**config.mk**
```make
export PLATFORM = sky130hd
export DESIGN_NAME = dmac_div
export DESIGN_NICKNAME = d
export VERILOG_FILES = /design/src/hw/rtl/assert_macros.svh /design/src/hw/rtl/dmac_pkg.sv /design/src/hw/rtl/dmac_div.sv
export SDC_FILE = /design/constraint.sdc
export NUM_CORES = 1
export LEC_CHECK = 0
export ABC_AREA = 1
export BUFFER_PORTS_ARGS = -buffer_cell sky130_fd_sc_hd__buf_2
export CAP_MARGIN = 30
export CORE_MARGIN = 10
export CORE_UTILIZATION = 40
export CTS_CLUSTER_DIAMETER = 120
export DETAILED_ROUTE_END_ITERATION = 6
export SYNTH_ARGS = -nofsm -noshare
export SYNTH_HDL_FRONTEND = slang
export SYNTH_SLANG_ARGS = --single-unit
```
**constraint.sdc**
```tcl
create_clock -name i_clk -period 7.76 [get_ports i_clk]
set_input_delay 1.552 -clock i_clk [delete_from_list [all_inputs] [get_ports i_clk]]
set_output_delay 1.552 -clock i_clk [all_outputs]
set_load 0.005 [all_outputs]
```
**src/hw/rtl/assert_macros.svh**
```systemverilog
// Assertion helper macros for the crossover block.
// Used by the top level only; no other dependencies.
`ifndef ASSERT_MACROS_SVH
`define ASSERT_MACROS_SVH
// Implication checked at every rising clock edge outside reset.
`define ASSERT_IMPL(label, clk, rst_n, ante, cons) \
    label: assert property (@(posedge clk) disable iff (!rst_n) (ante) |-> (cons)) \
        else $error("assertion failed");
// Next-cycle implication.
`define ASSERT_NEXT(label, clk, rst_n, ante, cons) \
    label: assert property (@(posedge clk) disable iff (!rst_n) (ante) |=> (cons)) \
        else $error("assertion failed");
`endif

```
**src/hw/rtl/dmac_pkg.sv**
```systemverilog
// Package for the moving average crossover block: constants and codes.
// No dependencies.
package dmac_pkg;
    localparam int MAX_WINDOW_DEF      = 64;
    localparam int NUM_INSTRUMENTS_DEF = 16;

    localparam logic [1:0] ACT_NONE = 2'd0;
    localparam logic [1:0] ACT_BUY  = 2'd1;
    localparam logic [1:0] ACT_SELL = 2'd2;

    localparam logic [1:0] REG_ENABLE = 2'd0;
    localparam logic [1:0] REG_WINDOW = 2'd1;
    localparam logic [1:0] REG_SHORT  = 2'd2;
    localparam logic [1:0] REG_LONG   = 2'd3;

    localparam logic [33:0] PRICE_OFFSET = 34'd768;
    localparam logic [6:0]  QTY_CAP      = 7'd100;
endpackage

```
**src/hw/rtl/dmac_div.sv**
```systemverilog
// Restoring divider for the buy quantity: floor(funds / (2*close)), capped at 100.
// Uses dmac_pkg for the cap; one quotient bit per cycle.
module dmac_div (
    input  logic        i_clk,
    input  logic        i_rst_n,
    input  logic        i_start,
    input  logic [39:0] i_funds,
    input  logic [31:0] i_close,
    output logic        o_done,
    output logic [6:0]  o_qty
);
    logic [39:0] r_num;
    logic [40:0] r_rem;
    logic [39:0] r_quo;
    logic [32:0] r_den;
    logic [5:0]  r_cnt;
    logic        r_busy;
    logic        r_done;
    logic [40:0] w_sh;
    logic [41:0] w_diff;

    assign w_sh   = {r_rem[39:0], r_num[39]};
    assign w_diff = {1'b0, w_sh} - {9'd0, r_den};

    always_ff @(posedge i_clk) begin
        if (!i_rst_n) begin
            r_busy <= 1'b0;
            r_done <= 1'b0;
            r_cnt  <= '0;
        end else begin
            r_done <= !i_start && r_busy && (r_cnt == 6'd1);
            if (i_start) begin
                r_busy <= 1'b1;
                r_cnt  <= 6'd40;
                r_num  <= i_funds;
                r_rem  <= '0;
                r_quo  <= '0;
                r_den  <= {i_close, 1'b0};
            end else if (r_busy) begin
                r_num <= {r_num[38:0], 1'b0};
                if (!w_diff[41]) begin
                    r_rem <= w_diff[40:0];
                    r_quo <= {r_quo[38:0], 1'b1};
                end else begin
                    r_rem <= w_sh;
                    r_quo <= {r_quo[38:0], 1'b0};
                end
                r_cnt <= r_cnt - 6'd1;
                if (r_cnt == 6'd1) begin
                    r_busy <= 1'b0;
                end
            end
        end
    end

    // zero divisor yields all-ones quotient; a zero close must give zero
    assign o_done = r_done;
    assign o_qty  = (r_den == '0) ? 7'd0 :
                    (r_quo > {33'd0, dmac_pkg::QTY_CAP}) ? dmac_pkg::QTY_CAP : r_quo[6:0];
endmodule

```
==> results of run 1 <==
-- cell families (layout without fill, tap and decap cells) --
| logic type | count (synthesis) | count (layout) | synth area share [%] |
|---|---|---|---|
| adder cells (fa/ha/maj) | 35 | 35 | 4.544 |
| AND/OR/NAND/NOR | 707 | 707 | 32.28 |
| XOR/XNOR | 22 | 22 | 1.966 |
| flip-flops | 160 | 160 | 48.20 |
| buffers and inverters | 228 | 321 | 9.574 |
| AO/OA/AOI/OAI | 58 | 58 | 3.434 |
-- layer usage --
layer | vias to the layer above | global-route usage, % | routed length (µm)
met1 | 3550 | 21.60 | 11450
met4 | 0 | 4.553 | 378
met2 | 170 | 25.06 | 11120
met3 | 26 | 3.524 | 1302
li1 | 3978 | - | -
met5 | - | 0 | 0
-- final cells by class --
cell class	instances	area, µm²	share of cell area (%)
clock inverter	14	147.6	1.331
inverter	201	762.0	6.868
tap	324	405.4	3.654
multi-input combinational	822	4150	37.41
timing repair buffer	88	475.5	4.286
clock buffer	18	429.2	3.868
sequential	160	4725	42.58
-- worst paths after layout --
path	slack, ns	end	from	cells after the start
min reg2reg	0.49	r_cnt[5]	r_cnt[5]	2
max	3.65	o_qty[6]	r_den[8]	7
min	0.49	r_cnt[5]	r_cnt[5]	2
max reg2reg	4.75	r_rem[26]	r_den[1]	14
-- cell usage after synthesis, types with 6 or more instances --
cell type | n | area, µm²
a21oi_1 | 31 | 155.2
clkbuf_1 | 18 | 67.56
dfxtp_1 | 8 | 160.2
edfxtp_1 | 152 | 4564
ha_1 | 34 | 425.4
inv_1 | 196 | 735.7
nand2_1 | 394 | 1479
nand2_2 | 6 | 37.54
nand3_1 | 45 | 225.2
nand3b_1 | 30 | 225.2
nand4_1 | 6 | 37.54
nor2_1 | 141 | 529.3
nor2_2 | 30 | 187.7
nor2_4 | 13 | 146.4
nor3_1 | 14 | 70.07
nor4_1 | 16 | 100.1
o21ai_0 | 14 | 70.07
xor2_1 | 20 | 175.2
-- cells in the final DEF, fill, tap and decap left out, types with 30 or more instances in the layout --
cell	instances
inv_1	195
ha_1	34
nand3b_1	30
nand2_1	394
nor2_1	141
a21oi_1	30
edfxtp_1	152
nand3_1	45
nor2_2	30
buf_2	82
-- power by group through the flow --
stage	logic [µW]	clock network [µW]	registers (µW)
after floorplan	403	0	1070
after global placement	533	0	1080
after detailed placement	535	0	1080
after CTS	537	844	1060
after global routing	606	879	1070
final	536	826	1060
-- state kept, by name, summed over array words and instances, names as in the netlist --
| signal | flops |
|---|---|
| o_done | 1 |
| r_rem | 40 |
| r_num | 40 |
| r_quo | 40 |
| r_den | 32 |
| r_busy | 1 |
| r_cnt | 6 |
-- worst register-to-register path: cells and delay by family (launching register included) --
kind / cells / cell delay (ns)
adders and majority gates: 2 / 0.66
DFF: 1 / 0.40
buffers and inverters: 2 / 0.26
and+or+nand+nor: 10 / 1.46
-- stage by stage --
stage               hold WS, ns  std cells  setup slack [ns]  util (%)
floorplan                0.4509       1210             2.214         -
global placement         0.4623       1594             4.069     43.26
detailed placement       0.4715       1595             4.033     43.37
CTS                      0.4853       1627             3.558     45.75
global route             0.5182       1627             3.471     45.75
finish                   0.4859       1627             3.646     45.75
==> results.py, run 1 <==
metrics = {
    "global_route": {
        "antenna_found_initial": 0,
        "gr-usage-all-layers_pct": 15.94,
        "grt_pass1_vias": 7835,
        "grt_pass1_wl_um": 39740,
        "grt_overflow": 0,
        "grt_max_degree": 92,
    },
    "timing": {
        "slew_violations": 0,
        "relSlewSlack_pct": 39.18,
        "setup_viol": 0,
        "rsz0062_at_grt": "no",
        "min_period_ns": 4.114,
        "clock_skew_ns": 0.01596,
        "tightest_slew_ns": 0.9124,
        "fmax_mhz": 243.1,
        "period_share_pct": 53.02,
        "tns_ns": 0,
        "hold_viol": 0,
    },
    "worst_setup_path": {
        "crit_buf_inv": 3,
        "path_class": "flip-flop to output pin",
        "crit_top_cell": "inv_1",
        "cpMaxStageDelayCell": "nor4_1",
        "cp-start-kind": "flip-flop",
        "cp_data_arrival_time_ns": 2.56,
        "cp.required_ns": 6.21,
        "endpoint_kind": "output pin",
        "crit_family": "simple AND/OR/NAND/NOR gates",
        "crit_fanout": 5,
        "max_stage_delay_ns": 0.75,
        "path_cells": "nor4_1, nand4_1, nor2_1, inv_1, o21ai_0, inv_1, buf_2",
    },
    "pwr": {
        "power.density_mw_per_mm2": 218.2,
        "p_sw_share_pct": 31.99,
        "sequentialPowerShare_pct": 43.7,
        "power_frac_comb_pct": 22.1,
        "p_int_uw": 1647,
        "total_power_uw": 2421,
        "power.leakage_uw": 0.005159,
        "power_frac_clock_pct": 34.1,
        "irDropWorstVdd_v": 0.0001357,
        "p_sw_uw": 774.4,
    },
    "placed_design": {
        "dpl_cell_area_mm2": 0.01052,
        "hpwl_um": 18070,
        "io_buffers": 82,
        "gp_congestion": 0.8786,
    },
    "layout": {
        "area_growth_pct": 13.19,
        "antenna_cells": 0,
        "nFillCells": 2471,
        "drive_above_1_share_pct": 14.20,
        "design_area_mm2": 0.01109,
        "final_nets": 1400,
    },
    "floorplan": {
        "die_w_um": 176.5,
        "coreArea_mm2": 0.02425,
        "num_io_pins": 83,
        "rows": 57,
        "dieHeight_um": 176.5,
        "initial_utilization_pct": 40.42,
        "dieArea_mm2": 0.03117,
    },
    "route": {
        "wirelength_um": 24250,
        "ant_nets": 0,
        "wl_per_cell_um": 14.91,
        "first_pass_iters": 5,
        "drt-initial-drc-count": 511,
        "via_per_inst": 4.747,
        "drcViolationCount": 0,
        "dr_total_vias": 7724,
    },
    "clock_tree": {
        "ctsHoldBuffers": 0,
        "clockBufferDepth": 2,
        "cts_tree": "yes",
        "clkSinkCount": 160,
        "cts_buffers": 17,
        "path_clk_slew_ns": 0.08,
        "postCtsSetupBuffers": 0,
        "cts_root_buf": "clkbuf_16",
        "cts_resized": 0,
        "clock_latency_ns": 0.43,
        "htreeDepth": 4,
    },
    "hold_path": {
        "hold_path.class": "flip-flop to flip-flop",
    },
    "logic_synthesis": {
        "synth_edf_count": 152,
        "synth_top_flop_cell": "edfxtp_1",
        "syn-cell-area_mm2": 0.009802,
        "ys_types": 41,
        "syn_avg_cell_area_um2": 8.101,
        "async_flop_share_pct": 0,
        "yosysWarnings": 0,
        "syn_nets": 1320,
        "ys_seq_elements": 160,
        "synth_cells": 1210,
        "seq_area_frac_synth_pct": 48.20,
    },
    "run_status": {
        "status": "finished, final reports clean",
    },
    "run": {
        "maxCapViolations": 0,
    },
}
Power figures use the tool's default switching activity.
==> run 2: changes to the inputs <==
==> constraint.sdc (replaced) <==
create_clock -name i_clk -period 4.08 [get_ports i_clk]
set_input_delay 0.816 -clock i_clk [delete_from_list [all_inputs] [get_ports i_clk]]
set_output_delay 0.816 -clock i_clk [all_outputs]
set_load 0.005 [all_outputs]
==> run 2 against run 1 <==
Sequential cell count unchanged; core utilization about the same; routed wire length down 0.71%; critical path type unchanged; critical endpoint is now o_qty[5].
==> results.py, run 2 (synthesis gave the netlist of run 1 again) <==
metrics = {
    "timing": {
        "min_period_ns": 3.343,
        "tns_ns": 0,
        "tightest_slew_ns": 0.8859,
        "fmax_mhz": 299.1,
        "clock_skew_ns": 0.01399,
        "rsz0062_at_grt": "no",
        "slew_violations": 0,
        "period_share_pct": 81.94,
        "relSlewSlack_pct": 40.94,
        "setup_viol": 0,
        "hold_viol": 0,
    },
    "layout": {
        "drive_above_1_share_pct": 14.26,
        "nFillCells": 2495,
        "most-common-layout-cells": "nand2_1, inv_1, edfxtp_1",
        "final_common_cell": "nand2_1",
        "final_nets": 1401,
        "area_growth_pct": 13.10,
        "reg_top3": "r_num: 40 flops, r_quo: 40 flops, r_rem: 40 flops",
        "design_area_mm2": 0.01109,
    },
    "route": {
        "via_per_inst": 4.725,
        "wirelength_um": 24080,
        "drt-initial-drc-count": 456,
        "ant_nets": 0,
        "first_pass_iters": 7,
        "drcViolationCount": 0,
        "wl_per_cell_um": 14.76,
        "dr_total_vias": 7706,
    },
    "clock_tree": {
        "path_clk_slew_ns": 0.07,
        "htreeDepth": 4,
        "cts_tree": "yes",
        "clock_latency_ns": 0.43,
        "cts_root_buf": "clkbuf_16",
        "ctsHoldBuffers": 0,
        "clockBufferDepth": 2,
        "cts_resized": 0,
        "postCtsSetupBuffers": 0,
        "clkSinkCount": 160,
        "cts_buffers": 17,
    },
    "placed_design": {
        "hpwl_um": 18080,
        "io_buffers": 82,
        "dpl_cell_area_mm2": 0.01050,
        "gp_congestion": 0.9200,
    },
    "floorplan": {
        "num_io_pins": 83,
        "die_w_um": 176.5,
        "dieHeight_um": 176.5,
        "rows": 57,
        "dieArea_mm2": 0.03117,
        "coreArea_mm2": 0.02425,
        "initial_utilization_pct": 40.42,
    },
    "hold_path": {
        "hold_path.class": "flip-flop to flip-flop",
    },
    "worst_setup_path": {
        "crit_buf_inv": 3,
        "cp.required_ns": 3.26,
        "cpMaxStageDelayCell": "nor4_1",
        "crit_top_cell": "inv_1",
        "path_class": "flip-flop to output pin",
        "crit_fanout": 5,
        "cp_data_arrival_time_ns": 2.53,
        "cp-start-kind": "flip-flop",
        "crit_family": "simple AND/OR/NAND/NOR gates",
        "path_cells": "nor4_1, nand3_1, nor2_1, inv_1, o21ai_0, inv_1, buf_2",
        "endpoint_kind": "output pin",
        "r2r_setup_slack_ns": 1.20,
        "max_stage_delay_ns": 0.71,
    },
    "global_route": {
        "grt_pass1_vias": 7801,
        "gr-usage-all-layers_pct": 15.87,
        "grt_overflow": 0,
        "grt_max_degree": 79,
        "grt_pass1_wl_um": 39980,
        "antenna_found_initial": 4,
    },
    "pwr": {
        "power.leakage_uw": 0.005155,
        "irDropWorstVdd_v": 0.0002981,
        "power.density_mw_per_mm2": 414.7,
    },
    "run": {
        "maxCapViolations": 0,
    },
    "run_status": {
        "status": "finished, final reports clean",
    },
}
run 2: final cells by class:
class | instances | area, µm² | area share, %
Clock inverter | 14 | 146.4 | 1.321
Clock buffer | 18 | 429.2 | 3.871
Inverter | 201 | 762.0 | 6.874
Timing Repair Buffer | 89 | 460.4 | 4.154
Antenna cell | 3 | 7.507 | 0.06772
Tap cell | 324 | 405.4 | 3.657
Multi-Input combinational cell | 822 | 4150 | 37.44
Sequential cell | 160 | 4725 | 42.62
run 2: path summary, 6_finish.rpt:
| kind | from | end | cells past startpoint |
|---|---|---|---|
| setup / recovery | r_den[12] | o_qty[5] | 7 |
| hold / removal | r_cnt[5] | r_cnt[5] | 2 |
| setup reg to reg | r_rem[25] | r_rem[32] | 10 |
| hold reg to reg | r_cnt[5] | r_cnt[5] | 2 |
run 2: per-stage QoR:
step                      instances  setup slack [ns]  total power (µW)  util [%]  hold WS, ns
after detailed placement       1596             1.166              3063     43.31       0.4801
after CTS                      1628            0.6960              4637     45.69       0.4918
after floorplan                1210            0.5670              2798         -       0.4509
after global routing           1629            0.5503              4863     45.70       0.5264
final                          1631            0.7368              4598     45.72       0.4888
after global placement         1595             1.085              3056     43.29       0.4664
run 2: worst reg2reg max path, stage by stage (launching register included):
cell and delay [ns]:
edfxtp_1 0.40, ha_1 0.40, a21oi_1 0.35, o21ai_0 0.20, nand2_1 0.10, nand2_1 0.10, nor2_4 0.50, buf_4 0.35
nand3b_1 0.11, nand2_1 0.09, nor2_2 0.05
run 2: report_power, final:
part	total [µW]	switching [µW]	internal (µW)
registers	2020	61.4	1960
clock network	1570	753	814
logic	1010	653	361
total	4600	1470	3130
run 2: layer usage:
| layer | vias up | global-route usage [%] | wire (µm) |
|---|---|---|---|
| li1 | 3990 | - | - |
| met1 | 3537 | 21.17 | 11450 |
| met2 | 160 | 25.17 | 11040 |
| met3 | 19 | 3.887 | 1271 |
| met4 | 0 | 4.308 | 316 |
| met5 | - | 0 | 0 |
==> run 3: changes to the inputs <==
==> constraint.sdc (replaced) <==
create_clock -name i_clk -period 2.9 [get_ports i_clk]
set_input_delay 0.58 -clock i_clk [delete_from_list [all_inputs] [get_ports i_clk]]
set_output_delay 0.58 -clock i_clk [all_outputs]
set_load 0.005 [all_outputs]
==> run 3 against run 2 <==
Worst hold slack got worse by 0.17 ns; die area did not move; combinational power grew 43%; final area up 1.4%; via count barely moved; non-clock buffer count increased by 8; register-to-register slack worse by 0.89 ns; count of clock-buffer cells in the layout unchanged; cell count grew 0.37%; total power is 45% higher; sequential power rose by 40%; critical path type unchanged; largest cell class unchanged; largest power group unchanged; highest routed layer unchanged.
==> results.py, run 3 (synthesis gave the netlist of run 1 again) <==
metrics = {
    "route": {
        "dr_total_vias": 7705,
        "drcViolationCount": 0,
        "ant_nets": 0,
        "wl_per_cell_um": 14.53,
        "via_per_inst": 4.707,
        "wirelength_um": 23790,
        "drt-initial-drc-count": 446,
        "first_pass_iters": 5,
    },
    "clock_tree": {
        "clockBufferDepth": 2,
        "cts_tree": "yes",
        "cts_buffers": 17,
        "htreeDepth": 4,
        "cts_resized": 1,
        "clkSinkCount": 160,
        "path_clk_slew_ns": 0.06,
        "postCtsSetupBuffers": 0,
        "clock_latency_ns": 0.43,
        "cts_root_buf": "clkbuf_16",
        "ctsHoldBuffers": 0,
    },
    "floorplan": {
        "rows": 57,
        "die_w_um": 176.5,
        "coreArea_mm2": 0.02425,
        "num_io_pins": 83,
        "initial_utilization_pct": 40.42,
        "dieHeight_um": 176.5,
        "dieArea_mm2": 0.03117,
    },
    "placed_design": {
        "gp_congestion": 0.9381,
        "dp_slack_ns": 0.3122,
        "dpl_cell_area_mm2": 0.01060,
        "place_inst": 1604,
        "io_buffers": 82,
        "hpwl_um": 18020,
    },
    "timing": {
        "setup_slack_ns": 0.2224,
        "tightest_slew_ns": 0.9141,
        "period_share_pct": 92.33,
        "slew_violations": 0,
        "hold_viol": 0,
        "relSlewSlack_pct": 39.06,
        "timing.hold.ws_ns": 0.3211,
        "setup_viol": 0,
        "fmax_mhz": 373.5,
        "min_period_ns": 2.678,
        "clock_skew_ns": 0.01861,
        "rsz0062_at_grt": "no",
    },
    "worst_setup_path": {
        "cp.required_ns": 2.32,
        "r2r_cells": 14,
        "r2r-start": "r_den[1]",
        "r2r_setup_slack_ns": 0.31,
        "r2r-end": "r_rem[26]",
        "crit_fanout": 3,
        "crit_top_cell": "inv_1",
        "cp-start-kind": "flip-flop",
        "cpMaxStageDelayCell": "edfxtp_1",
        "path_cells": "inv_1, nand4_1, nor3_1, buf_4, nand3_1, nor2_4, inv_1, o21ai_0, inv_1, buf_2",
        "cp_data_arrival_time_ns": 2.10,
        "endpoint_kind": "output pin",
        "max_stage_delay_ns": 0.35,
        "path_class": "flip-flop to output pin",
    },
    "layout": {
        "multi_input_area_mm2": 0.004164,
        "fin_cells": 1637,
        "nFillCells": 2449,
        "reg_top3": "r_num: 40 flops, r_quo: 40 flops, r_rem: 40 flops",
        "design_area_mm2": 0.01124,
        "most-common-layout-cells": "nand2_1, inv_1, edfxtp_1",
        "drive_above_1_share_pct": 14.94,
        "seq_area_mm2": 0.004725,
        "area_growth_pct": 14.63,
        "final_nets": 1409,
        "final_common_cell": "nand2_1",
    },
    "hold_path": {
        "hp-start": "i_close[30]",
        "hold_path.class": "primary input to flip-flop",
        "hold_end": "r_den[31]",
        "hold_depth": 1,
    },
    "global_route": {
        "grt_max_degree": 86,
        "grt_pass1_vias": 7710,
        "grt_overflow": 0,
        "met1_usage_pct": 20.77,
        "grt.busiest_layer": "met2",
        "antenna_found_initial": 2,
        "gr-usage-all-layers_pct": 15.41,
        "grt_use_met3_pct": 3.674,
        "grt_pass1_wl_um": 38810,
        "use_met2_pct": 24.22,
    },
    "pwr": {
        "power.density_mw_per_mm2": 594.1,
        "p_int_uw": 4656,
        "p_sw_uw": 2019,
        "irDropWorstVdd_v": 0.0004048,
        "sequentialPowerShare_pct": 42.5,
        "p_sw_share_pct": 30.24,
        "power_frac_clock_pct": 36.0,
        "power.leakage_uw": 0.005241,
        "power_frac_comb_pct": 21.5,
    },
    "run": {
        "maxCapViolations": 0,
    },
    "run_status": {
        "status": "finished, final reports clean",
    },
}
[run 3: cell count changes in the layout (fill, tap and decap cells not counted), moves of 3 or more]
cell        previous run  this run
buf_4                  6        13
clkinvlp_4             5         1
inv_6                  0         4
bufinv_16              0         3
[run 3: through the flow]
| step | power, µW | utilization (%) | TNS (ns) |
|---|---|---|---|
| 2_1_floorplan | 3939 | - | -37.54 |
| 3_3_place_gp | 4301 | 43.70 | 0 |
| 3_5_place_dp | 4311 | 43.70 | 0 |
| 4_1_cts | 6727 | 46.30 | 0 |
| 5_1_grt | 7023 | 46.33 | 0 |
| 6_report | 6675 | 46.34 | 0 |
[run 3: worst max path at each step]
stage,from,end,slack (ns),cells past startpoint
finish,r_den[32],o_qty[2],0.22,10
detailed placement,r_den[1],r_rem[26],0.31,14
global placement,r_den[1],r_rem[26],0.38,14
CTS,r_den[32],o_qty[2],0.06,10
floorplan,i_start,r_num[0],-0.31,3
global route,r_den[32],o_qty[2],0.03,10
[run 3: layout make-up]
| class | instances | area share [%] |
|---|---|---|
| diodes | 1 | 0.02227 |
| clock buffers | 18 | 3.820 |
| clock inverters | 14 | 1.715 |
| inverters | 201 | 6.849 |
| multi-input cells | 822 | 37.06 |
| flip-flops and latches | 160 | 42.05 |
| well taps | 324 | 3.608 |
| repair buffers | 97 | 4.877 |
[run 3: routing by layer]
| metal | vias to the layer above | part of all wire [%] |
|---|---|---|
| li1 | 4005 | - |
| met1 | 3496 | 49 |
| met2 | 179 | 45 |
| met3 | 25 | 4.8 |
| met4 | 0 | 1.5 |
| met5 | - | 0 |
[run 3: critical path, delay by kind of cell, from the launching register on]
| family | cells | cell delay (ns) |
|---|---|---|
| flops | 1 | 0.35 |
| simple gates | 4 | 0.68 |
| buf+inv | 5 | 0.56 |
| compound gates | 1 | 0.08 |
[run 3: power by group through the flow]
stage	sequential, µW	combinational [µW]	clock, µW
floorplan	2860	1080	0
global placement	2880	1420	0
detailed placement	2880	1430	0
CTS	2840	1440	2460
global route	2850	1620	2550
finish	2830	1440	2400
